--- config.mk ---
export PLATFORM = sky130hd
export DESIGN_NAME = three_stacks_shared_memory
export DESIGN_NICKNAME = d
export VERILOG_FILES = /design/src/hdl/tss_pkg.sv /design/src/hdl/tss_ctrl.sv /design/src/hdl/tss_dpath.sv /design/src/hdl/three_stacks_shared_memory.sv
export VERILOG_INCLUDE_DIRS = /design/src /design/src/hdl
export SDC_FILE = /design/constraint.sdc
export NUM_CORES = 2
export LEC_CHECK = 0
export CAP_MARGIN = 40
export CELL_PAD_IN_SITES_DETAIL_PLACEMENT = 2
export CELL_PAD_IN_SITES_GLOBAL_PLACEMENT = 2
export CORE_MARGIN = 5
export CORE_UTILIZATION = 55
export CTS_BUF_LIST = sky130_fd_sc_hd__clkbuf_16
export DETAILED_ROUTE_END_ITERATION = 10
export DONT_BUFFER_PORTS = 1
export PLACE_DENSITY_LB_ADDON = 0.12
export SYNTH_ARGS = -nofsm -noshare
export SYNTH_HDL_FRONTEND = slang
export SYNTH_SLANG_ARGS = --single-unit
--- constraint.sdc ---
create_clock -name clk -period 10.8 [get_ports clk]
set_input_delay 1.62 -clock clk [delete_from_list [all_inputs] [get_ports clk]]
set_output_delay 1.62 -clock clk [all_outputs]
set_load 0.03 [all_outputs]
--- src/hdl/assert_macros.svh ---
// Assertion macros used by the top-level RTL file
`ifndef ASSERT_MACROS_SVH
`define ASSERT_MACROS_SVH

// property sampled on clk, off while reset is asserted
`define TSS_ASSERT(label, prop, msg) \
	label: assert property (@(posedge clk) disable iff (!arst_n) (prop)) else $error(msg);

// same-cycle implication
`define TSS_ASSERT_IMP(label, ante, cons, msg) \
	label: assert property (@(posedge clk) disable iff (!arst_n) (ante) |-> (cons)) else $error(msg);

// next-cycle implication
`define TSS_ASSERT_NXT(label, ante, cons, msg) \
	label: assert property (@(posedge clk) disable iff (!arst_n) (ante) |=> (cons)) else $error(msg);

`endif

--- src/hdl/tss_pkg.sv ---
// Types, constants and helpers shared by the three-stack design
package tss_pkg;

	localparam int DEPTH     = 32;
	localparam int NSTACKS   = 3;
	localparam int MEM_DEPTH = NSTACKS * DEPTH;
	localparam int ADDR_W    = $clog2(MEM_DEPTH);
	localparam int CNT_W     = $clog2(DEPTH + 1);
	localparam int IDX_W     = (DEPTH > 1) ? $clog2(DEPTH) : 1;
	localparam int DATA_W    = 32;

	localparam logic [1:0] CMD_PUSH = 2'd0;
	localparam logic [1:0] CMD_POP  = 2'd1;
	localparam logic [1:0] CMD_SHOW = 2'd2;

	localparam logic [1:0] STS_OK    = 2'd0;
	localparam logic [1:0] STS_FULL  = 2'd1;
	localparam logic [1:0] STS_EMPTY = 2'd2;

	typedef enum logic [1:0] {
		ST_IDLE,
		ST_EXEC,
		ST_POP,
		ST_SHOW
	} state_t;

	// controller to datapath
	typedef struct packed {
		logic       load_in;
		logic       do_push;
		logic       dec_cnt;
		logic       rd_issue;
		logic       rd_from_ptr;
		logic       ptr_load;
		logic       ptr_dec;
		logic       out_load;
		logic       out_src_rd;
		logic [1:0] out_status;
		logic       out_last;
	} ctrl_cmd_t;

	// datapath to controller
	typedef struct packed {
		logic [1:0] cmd;
		logic       sel_ok;
		logic       empty;
		logic       full;
		logic       ptr_zero;
		logic       out_free;
	} dp_stat_t;

	// word address of entry idx of stack sel: sel + 3*idx
	function automatic logic [ADDR_W-1:0] entry_addr(input logic [1:0] sel,
			input logic [IDX_W-1:0] idx);
		logic [ADDR_W-1:0] i;
		i = ADDR_W'(idx);
		return ADDR_W'(sel) + (i << 1) + i;
	endfunction

endpackage

--- src/hdl/tss_ctrl.sv ---
// Controller state machine for the three-stack block
module tss_ctrl (
	input  logic                clk,
	input  logic                arst_n,
	input  logic                in_valid,
	output logic                in_ready,
	input  tss_pkg::dp_stat_t   stat,
	output tss_pkg::ctrl_cmd_t  cmd
);

	tss_pkg::state_t state_q, state_d;

	always_ff @(posedge clk or negedge arst_n) begin
		if (!arst_n) begin
			state_q <= tss_pkg::ST_IDLE;
		end else begin
			state_q <= state_d;
		end
	end

	always_comb begin
		state_d  = state_q;
		cmd      = '0;
		in_ready = 1'b0;
		unique case (state_q)
			tss_pkg::ST_IDLE: begin
				in_ready = 1'b1;
				if (in_valid) begin
					cmd.load_in = 1'b1;
					state_d     = tss_pkg::ST_EXEC;
				end
			end
			tss_pkg::ST_EXEC: begin
				// drop items with an unused stack or command code
				if (!stat.sel_ok || (stat.cmd != tss_pkg::CMD_PUSH &&
						stat.cmd != tss_pkg::CMD_POP && stat.cmd != tss_pkg::CMD_SHOW)) begin
					state_d = tss_pkg::ST_IDLE;
				end else if (stat.out_free) begin
					if (stat.cmd == tss_pkg::CMD_PUSH) begin
						cmd.out_load = 1'b1;
						cmd.out_last = 1'b1;
						if (stat.full) begin
							cmd.out_status = tss_pkg::STS_FULL;
						end else begin
							cmd.do_push    = 1'b1;
							cmd.out_status = tss_pkg::STS_OK;
						end
						state_d = tss_pkg::ST_IDLE;
					end else if (stat.empty) begin
						cmd.out_load   = 1'b1;
						cmd.out_last   = 1'b1;
						cmd.out_status = tss_pkg::STS_EMPTY;
						state_d        = tss_pkg::ST_IDLE;
					end else if (stat.cmd == tss_pkg::CMD_POP) begin
						cmd.rd_issue = 1'b1;
						cmd.dec_cnt  = 1'b1;
						state_d      = tss_pkg::ST_POP;
					end else begin
						cmd.rd_issue = 1'b1;
						cmd.ptr_load = 1'b1;
						state_d      = tss_pkg::ST_SHOW;
					end
				end
			end
			tss_pkg::ST_POP: begin
				if (stat.out_free) begin
					cmd.out_load   = 1'b1;
					cmd.out_src_rd = 1'b1;
					cmd.out_status = tss_pkg::STS_OK;
					cmd.out_last   = 1'b1;
					state_d        = tss_pkg::ST_IDLE;
				end
			end
			tss_pkg::ST_SHOW: begin
				// emit the fetched entry and, unless it is the bottom one, fetch the one below it
				if (stat.out_free) begin
					cmd.out_load   = 1'b1;
					cmd.out_src_rd = 1'b1;
					cmd.out_status = tss_pkg::STS_OK;
					cmd.out_last   = stat.ptr_zero;
					if (stat.ptr_zero) begin
						state_d = tss_pkg::ST_IDLE;
					end else begin
						cmd.ptr_dec     = 1'b1;
						cmd.rd_issue    = 1'b1;
						cmd.rd_from_ptr = 1'b1;
					end
				end
			end
			default: begin
				state_d = tss_pkg::ST_IDLE;
			end
		endcase
	end

endmodule

--- src/hdl/tss_dpath.sv ---
// Datapath: shared store, stack counts, display pointer and output register
module tss_dpath (
	input  logic                        clk,
	input  logic                        arst_n,
	input  tss_pkg::ctrl_cmd_t          cmd,
	output tss_pkg::dp_stat_t           stat,
	input  logic [1:0]                  in_cmd,
	input  logic [1:0]                  in_sel,
	input  logic [tss_pkg::DATA_W-1:0]  in_value,
	output logic                        out_valid,
	input  logic                        out_ready,
	output logic [tss_pkg::DATA_W-1:0]  out_data,
	output logic [1:0]                  out_status,
	output logic                        out_last
);

	logic [1:0]                  cmd_q;
	logic [1:0]                  sel_q;
	logic [tss_pkg::DATA_W-1:0]  val_q;
	logic [tss_pkg::CNT_W-1:0]   cnt_q [tss_pkg::NSTACKS];
	logic [tss_pkg::IDX_W-1:0]   ptr_q;
	logic [tss_pkg::DATA_W-1:0]  rd_q;
	logic [tss_pkg::DATA_W-1:0]  mem [tss_pkg::MEM_DEPTH];

	logic [tss_pkg::CNT_W-1:0]   cur_cnt;
	logic [tss_pkg::CNT_W-1:0]   cnt_m1;
	logic [tss_pkg::IDX_W-1:0]   top_idx;
	logic [tss_pkg::IDX_W-1:0]   ptr_m1;
	logic [tss_pkg::ADDR_W-1:0]  wr_addr;
	logic [tss_pkg::ADDR_W-1:0]  rd_addr;

	always_comb begin
		unique case (sel_q)
			2'd0:    cur_cnt = cnt_q[0];
			2'd1:    cur_cnt = cnt_q[1];
			2'd2:    cur_cnt = cnt_q[2];
			default: cur_cnt = '0;
		endcase
	end

	assign cnt_m1  = cur_cnt - tss_pkg::CNT_W'(1);
	assign top_idx = cnt_m1[tss_pkg::IDX_W-1:0];
	assign ptr_m1  = ptr_q - tss_pkg::IDX_W'(1);
	assign wr_addr = tss_pkg::entry_addr(sel_q, cur_cnt[tss_pkg::IDX_W-1:0]);
	assign rd_addr = tss_pkg::entry_addr(sel_q, cmd.rd_from_ptr ? ptr_m1 : top_idx);

	assign stat.cmd      = cmd_q;
	assign stat.sel_ok   = (sel_q != 2'd3);
	assign stat.empty    = (cur_cnt == '0);
	assign stat.full     = (cur_cnt == tss_pkg::CNT_W'(tss_pkg::DEPTH));
	assign stat.ptr_zero = (ptr_q == '0);
	assign stat.out_free = !out_valid || out_ready;

	always_ff @(posedge clk) begin
		if (cmd.load_in) begin
			cmd_q <= in_cmd;
			sel_q <= in_sel;
			val_q <= in_value;
		end
		if (cmd.do_push) begin
			mem[wr_addr] <= val_q;
		end
		if (cmd.rd_issue) begin
			rd_q <= mem[rd_addr];
		end
		if (cmd.ptr_load) begin
			ptr_q <= top_idx;
		end else if (cmd.ptr_dec) begin
			ptr_q <= ptr_m1;
		end
		if (cmd.out_load) begin
			out_data   <= cmd.out_src_rd ? rd_q : '0;
			out_status <= cmd.out_status;
			out_last   <= cmd.out_last;
		end
	end

	always_ff @(posedge clk or negedge arst_n) begin
		if (!arst_n) begin
			cnt_q[0]  <= '0;
			cnt_q[1]  <= '0;
			cnt_q[2]  <= '0;
			out_valid <= 1'b0;
		end else begin
			if (cmd.do_push) begin
				cnt_q[sel_q] <= cur_cnt + tss_pkg::CNT_W'(1);
			end else if (cmd.dec_cnt) begin
				cnt_q[sel_q] <= cnt_m1;
			end
			if (cmd.out_load) begin
				out_valid <= 1'b1;
			end else if (out_ready) begin
				out_valid <= 1'b0;
			end
		end
	end

endmodule

--- src/hdl/three_stacks_shared_memory.sv ---
// Push: the item is registered, then its result word. Pop: the item, the store read and
// the result word are registered in turn. Display: likewise for the first word, then one
// word per cycle while the output does not stall, each read from the single-port store. The
// next item is taken in the idle state, after the previous item's last word is registered.
// arst_n clears the state machine, the three stack counts and the output valid at once;
// the shared store is not cleared and is only ever read where a push has written.
`include "assert_macros.svh"

module three_stacks_shared_memory (
	input  logic                        clk,
	input  logic                        arst_n,
	input  logic                        s_tvalid,
	output logic                        s_tready,
	input  logic [tss_pkg::DATA_W-1:0]  s_tdata,   // [31:0] push_value
	input  logic [3:0]                  s_tuser,   // [1:0] command, [3:2] stack_select
	output logic                        m_tvalid,
	input  logic                        m_tready,
	output logic [tss_pkg::DATA_W-1:0]  m_tdata,   // [31:0] data_out
	output logic [1:0]                  m_tuser,   // [1:0] status
	output logic                        m_tlast
);

	tss_pkg::ctrl_cmd_t cmd;
	tss_pkg::dp_stat_t  stat;

	tss_ctrl u_ctrl (
		.clk      (clk),
		.arst_n   (arst_n),
		.in_valid (s_tvalid),
		.in_ready (s_tready),
		.stat     (stat),
		.cmd      (cmd)
	);

	tss_dpath u_dpath (
		.clk        (clk),
		.arst_n     (arst_n),
		.cmd        (cmd),
		.stat       (stat),
		.in_cmd     (s_tuser[1:0]),
		.in_sel     (s_tuser[3:2]),
		.in_value   (s_tdata),
		.out_valid  (m_tvalid),
		.out_ready  (m_tready),
		.out_data   (m_tdata),
		.out_status (m_tuser),
		.out_last   (m_tlast)
	);

	`TSS_ASSERT_NXT(a_one_item, s_tvalid && s_tready, !s_tready, "second word taken while busy")
	`TSS_ASSERT_IMP(a_no_overwrite, cmd.out_load, stat.out_free, "output word overwritten")
	`TSS_ASSERT_IMP(a_push_room, cmd.do_push, !stat.full, "push into a full stack")
	`TSS_ASSERT_IMP(a_ptr_floor, cmd.rd_issue && cmd.rd_from_ptr, !stat.ptr_zero,
		"display read below the bottom entry")

endmodule
==> impl_metrics.toml, run 1 <==
[synth]
async_reset_ff_share_pct = 0.6560
synth.area.top_cells = "edfxtp_1 78%, mux4_2 15%, mux2i_1 0.78%"
synth_seq_cells = 3201
synth_edf_count = 3180
avgSynthCellArea_sq_um = 22.77
yosysMostFrequentCell = "edfxtp_1"
ys_warn_count = 0
synth_area_sq_mm = 0.1226
syn_inst = 5384
synth_nets = 5451
netlist.area_leader.share_pct = 77.90
synth.distinct_cells = 65
synth_common_cells = "3180 x edfxtp_1, 820 x mux4_2, 203 x nand2_1"
synth_area_leader_cell = "edfxtp_1"
seq_area_frac_synth_pct = 78.33
synth_flop_cell = "edfxtp_1"

[die]
placementRows = 173
start_util_pct = 55.19
chipHeight_um = 482.1
ioPinCount = 77
die_x_um = 482.1

[placement]
io_buffers = 0
gp_congestion = 0.8161
dpl.hpwl_um = 281800

[outcome]
lastStage = "3_5_place_dp"
status = "did not finish"
firstError = "[ERROR DPL-0033] detailed placement checks failed during check placement."
[cell families after synthesis]
| family | after synthesis | share of synthesized area, % |
|---|---|---|
| XOR/XNOR | 18 | 0.1286 |
| buffers and inverters | 309 | 1.173 |
| adder cells (fa/ha/maj) | 27 | 0.2878 |
| AO/OA/AOI/OAI | 363 | 2.035 |
| multiplexers | 939 | 16.08 |
| flip-flops | 3201 | 78.33 |
| AND/OR/NAND/NOR | 527 | 1.965 |
[metrics by stage]
stage	hold slack (ps)	area (sq um)	setup WS (ps)
3_3_place_gp	486.3	127700	1972
2_1_floorplan	478.7	122600	4942
==> inputs of run 2 (changes only) <==
--- a/config.mk
+++ b/config.mk
@@ -7,14 +7,11 @@
 export NUM_CORES = 2
 export LEC_CHECK = 0
 export CAP_MARGIN = 40
-export CELL_PAD_IN_SITES_DETAIL_PLACEMENT = 2
-export CELL_PAD_IN_SITES_GLOBAL_PLACEMENT = 2
 export CORE_MARGIN = 5
-export CORE_UTILIZATION = 55
-export CTS_BUF_LIST = sky130_fd_sc_hd__clkbuf_16
+export CORE_UTILIZATION = 40
 export DETAILED_ROUTE_END_ITERATION = 10
 export DONT_BUFFER_PORTS = 1
-export PLACE_DENSITY_LB_ADDON = 0.12
+export PLACE_DENSITY_LB_ADDON = 0.15
 export SYNTH_ARGS = -nofsm -noshare
 export SYNTH_HDL_FRONTEND = slang
 export SYNTH_SLANG_ARGS = --single-unit
==> run 2 against run 1 <==
Net effect: the run now ends clean; synthesized cell count is the same; area after synthesis did not move.
==> impl_metrics.toml, run 2 <==
[timing]
max_clock_freq_mhz = 128.5
period_share_pct = 72.06
final-setup-viol-count = 0
tightest_slew_ps = 1026
period_minus_slack_ps = 7782
rsz0062_at_grt = "no"
final_hold_viol_count = 0
finalClockSkew_ps = 63.40
whs_ps = 388.3
max_slew_margin_pct = 29.66
setup_slack_ps = 3018
fin_setup_tns_ps = 0
finalMaxSlewViolations = 0

[worst_setup_path]
r2r_end = "u_dpath.rd_q[26]"
cp_slowest_cell = "fa_4"
rrSetupSlack_ps = 3020
path_class = "reg2reg"
reg2reg_from = "u_dpath.sel_q[1]"
max_stage_delay_ps = 1370
startpoint_type = "flip-flop"
arrival_ps = 8420
ff2ff_path_depth = 19
critPathRequiredTime_ps = 11430
worstPathMaxFanout = 73
end_kind = "flip-flop"
path_cells = "nor2b_1, o2bb2ai_1, inv_1, nor2_1, nor2_1, mux2i_1, xor2_1, ha_1, ha_4, inv_1, fa_4, buf_12, mux4_2, a22o_1, a221oi_1, o22ai_1, a211oi_1, buf_4, mux2i_1"

[synth]
synth_area_leader_cell = "edfxtp_1"
synthMuxAreaShare_pct = 16.08
avgSynthCellArea_sq_um = 22.77
synth_compound_area_share_pct = 2.035
yosys.area_share.adder_pct = 0.2878
netlist.area_leader.share_pct = 77.90
synth.distinct_cells = 65
synth_seq_cells = 3201
yosysMostFrequentCell = "edfxtp_1"
synth_nets = 5451
synth_common_cells = "3180 x edfxtp_1, 820 x mux4_2, 203 x nand2_1"
synth_edf_count = 3180
synth.area.top_cells = "edfxtp_1 78%, mux4_2 15%, mux2i_1 0.78%"
synth_top_family_by_area = "multiplexers"
synth_area_sq_mm = 0.1226
synth_flop_cell = "edfxtp_1"
async_reset_ff_share_pct = 0.6560
syn_inst = 5384
synthSimpleGateAreaFrac_pct = 1.965
seq_area_frac_synth_pct = 78.33
ys_warn_count = 0
synth_xor_area_share_pct = 0.1286

[final_layout]
largest_register_ffs = 3072
drive_gt1_share_pct = 28.63
layout_commonest_cell = "edfxtp_1"
nNetsFinal = 5791
final_cell_mix = "3180 x edfxtp_1, 820 x mux4_2, 343 x clkbuf_16"
n_fill_cell = 25280
syn_to_final_growth_pct = 14.99
top_register = "u_dpath.mem"
final_cells = 10110

[global_route]
grt_overflow_total = 0
grt_pass1_vias = 60660
antenna_found_initial = 26
groute.usage.overall_pct = 22.83
grt_max_degree = 94
grt_pass1_wl_um = 505300

[cts]
numCtsBuffers = 342
cts_max_path_buffers = 4
root_buffer = "clkbuf_16"
ctsHoldBuffers = 0
clock_sinks = 3201
cts_max_level = 5
insertion_delay_ps = 930
path_clk_slew_ps = 60
post_cts_buffers = 0
cts.repair.resized = 0
cts_tree = "built"

[die]
placementRows = 203
start_util_pct = 40.12
die_x_um = 563.6
chipHeight_um = 563.6
core-area_sq_mm = 0.3056
ioPinCount = 77
die_area_sq_mm = 0.3176

[route]
ant_nets = 0
num_vias = 60010
vias_per_cell = 5.936
wl_um = 367400
drc = 0
dr.first_iter.drc_count = 7310
dr.pass1.iters = 5
wl_per_cell_um = 36.34

[placement]
placed_cells = 9476
dpl.hpwl_um = 200900
gp_congestion = 0.8067
dp_slack_ps = 2645
io_buffers = 0

[worst_hold_path]
holdCritPathClass = "in2async"

[outcome]
status = "completed"

[run]
max_cap_viol_count = 0
-- run 2: kinds of logic (layout without fill, tap and decap cells) --
group | count (synthesis) | count (layout)
flops | 3201 | 3201
other cells | 0 | 15
compound gates | 363 | 363
fa+ha+maj | 27 | 27
simple gates | 527 | 527
buf+inv | 309 | 919
xor+xnor | 18 | 18
mux | 939 | 939
-- run 2: worst max path at each step --
stage                          start               end  slack (ps)  depth (start not counted)
floorplan                   m_tready  u_dpath.rd_q[14]        4940                         17
global placement            m_tready  u_dpath.rd_q[24]        1510                         15
detailed placement          m_tready  u_dpath.rd_q[26]        2650                         17
CTS                 u_dpath.sel_q[1]  u_dpath.rd_q[26]        3070                         19
global route        u_dpath.sel_q[0]  u_dpath.rd_q[26]        2740                         19
finish              u_dpath.sel_q[1]  u_dpath.rd_q[26]        3020                         19
-- run 2: routing by layer --
metal	track usage, %	up-vias	routed length [um]
li1	-	23650	-
met1	32.62	33460	154700
met2	36.67	2435	176300
met3	3.792	466	26300
met4	6.156	4	10150
met5	0	-	26
-- run 2: layout make-up --
cell class	instances	area [sq um]	share of cell area [%]
Clock inverter	184	1774	1.259
Sequential cell	3201	96020	68.12
Antenna cell	15	37.54	0.02663
Multi-Input combinational cell	1874	26050	18.48
Timing Repair Buffer	287	2969	2.106
Tap cell	4100	5130	3.639
Inverter	18	70.07	0.04971
Clock buffer	430	8910	6.321
-- run 2: worst max-delay path, delay by kind of cell, from the launching register on --
family	cells	cell delay [ps]
and+or+nand+nor	3	1190
AOI/OAI and AO/OA	5	1820
adders and majority gates	3	1840
xor gates and xnor gates	1	120
DFF	1	720
muxes	3	810
buffers and inverters	4	890
-- run 2: stage by stage --
stage / area, sq um / utilization [%]
2_1_floorplan: 122600 / -
3_3_place_gp: 129200 / 42.28
3_5_place_dp: 130200 / 42.60
4_1_cts: 140900 / 46.10
5_1_grt: 140900 / 46.12
6_report: 141000 / 46.13
Power of run 2 is not shown: default switching activity piles up to over one toggle a cycle in this logic, so the estimate is an artifact.
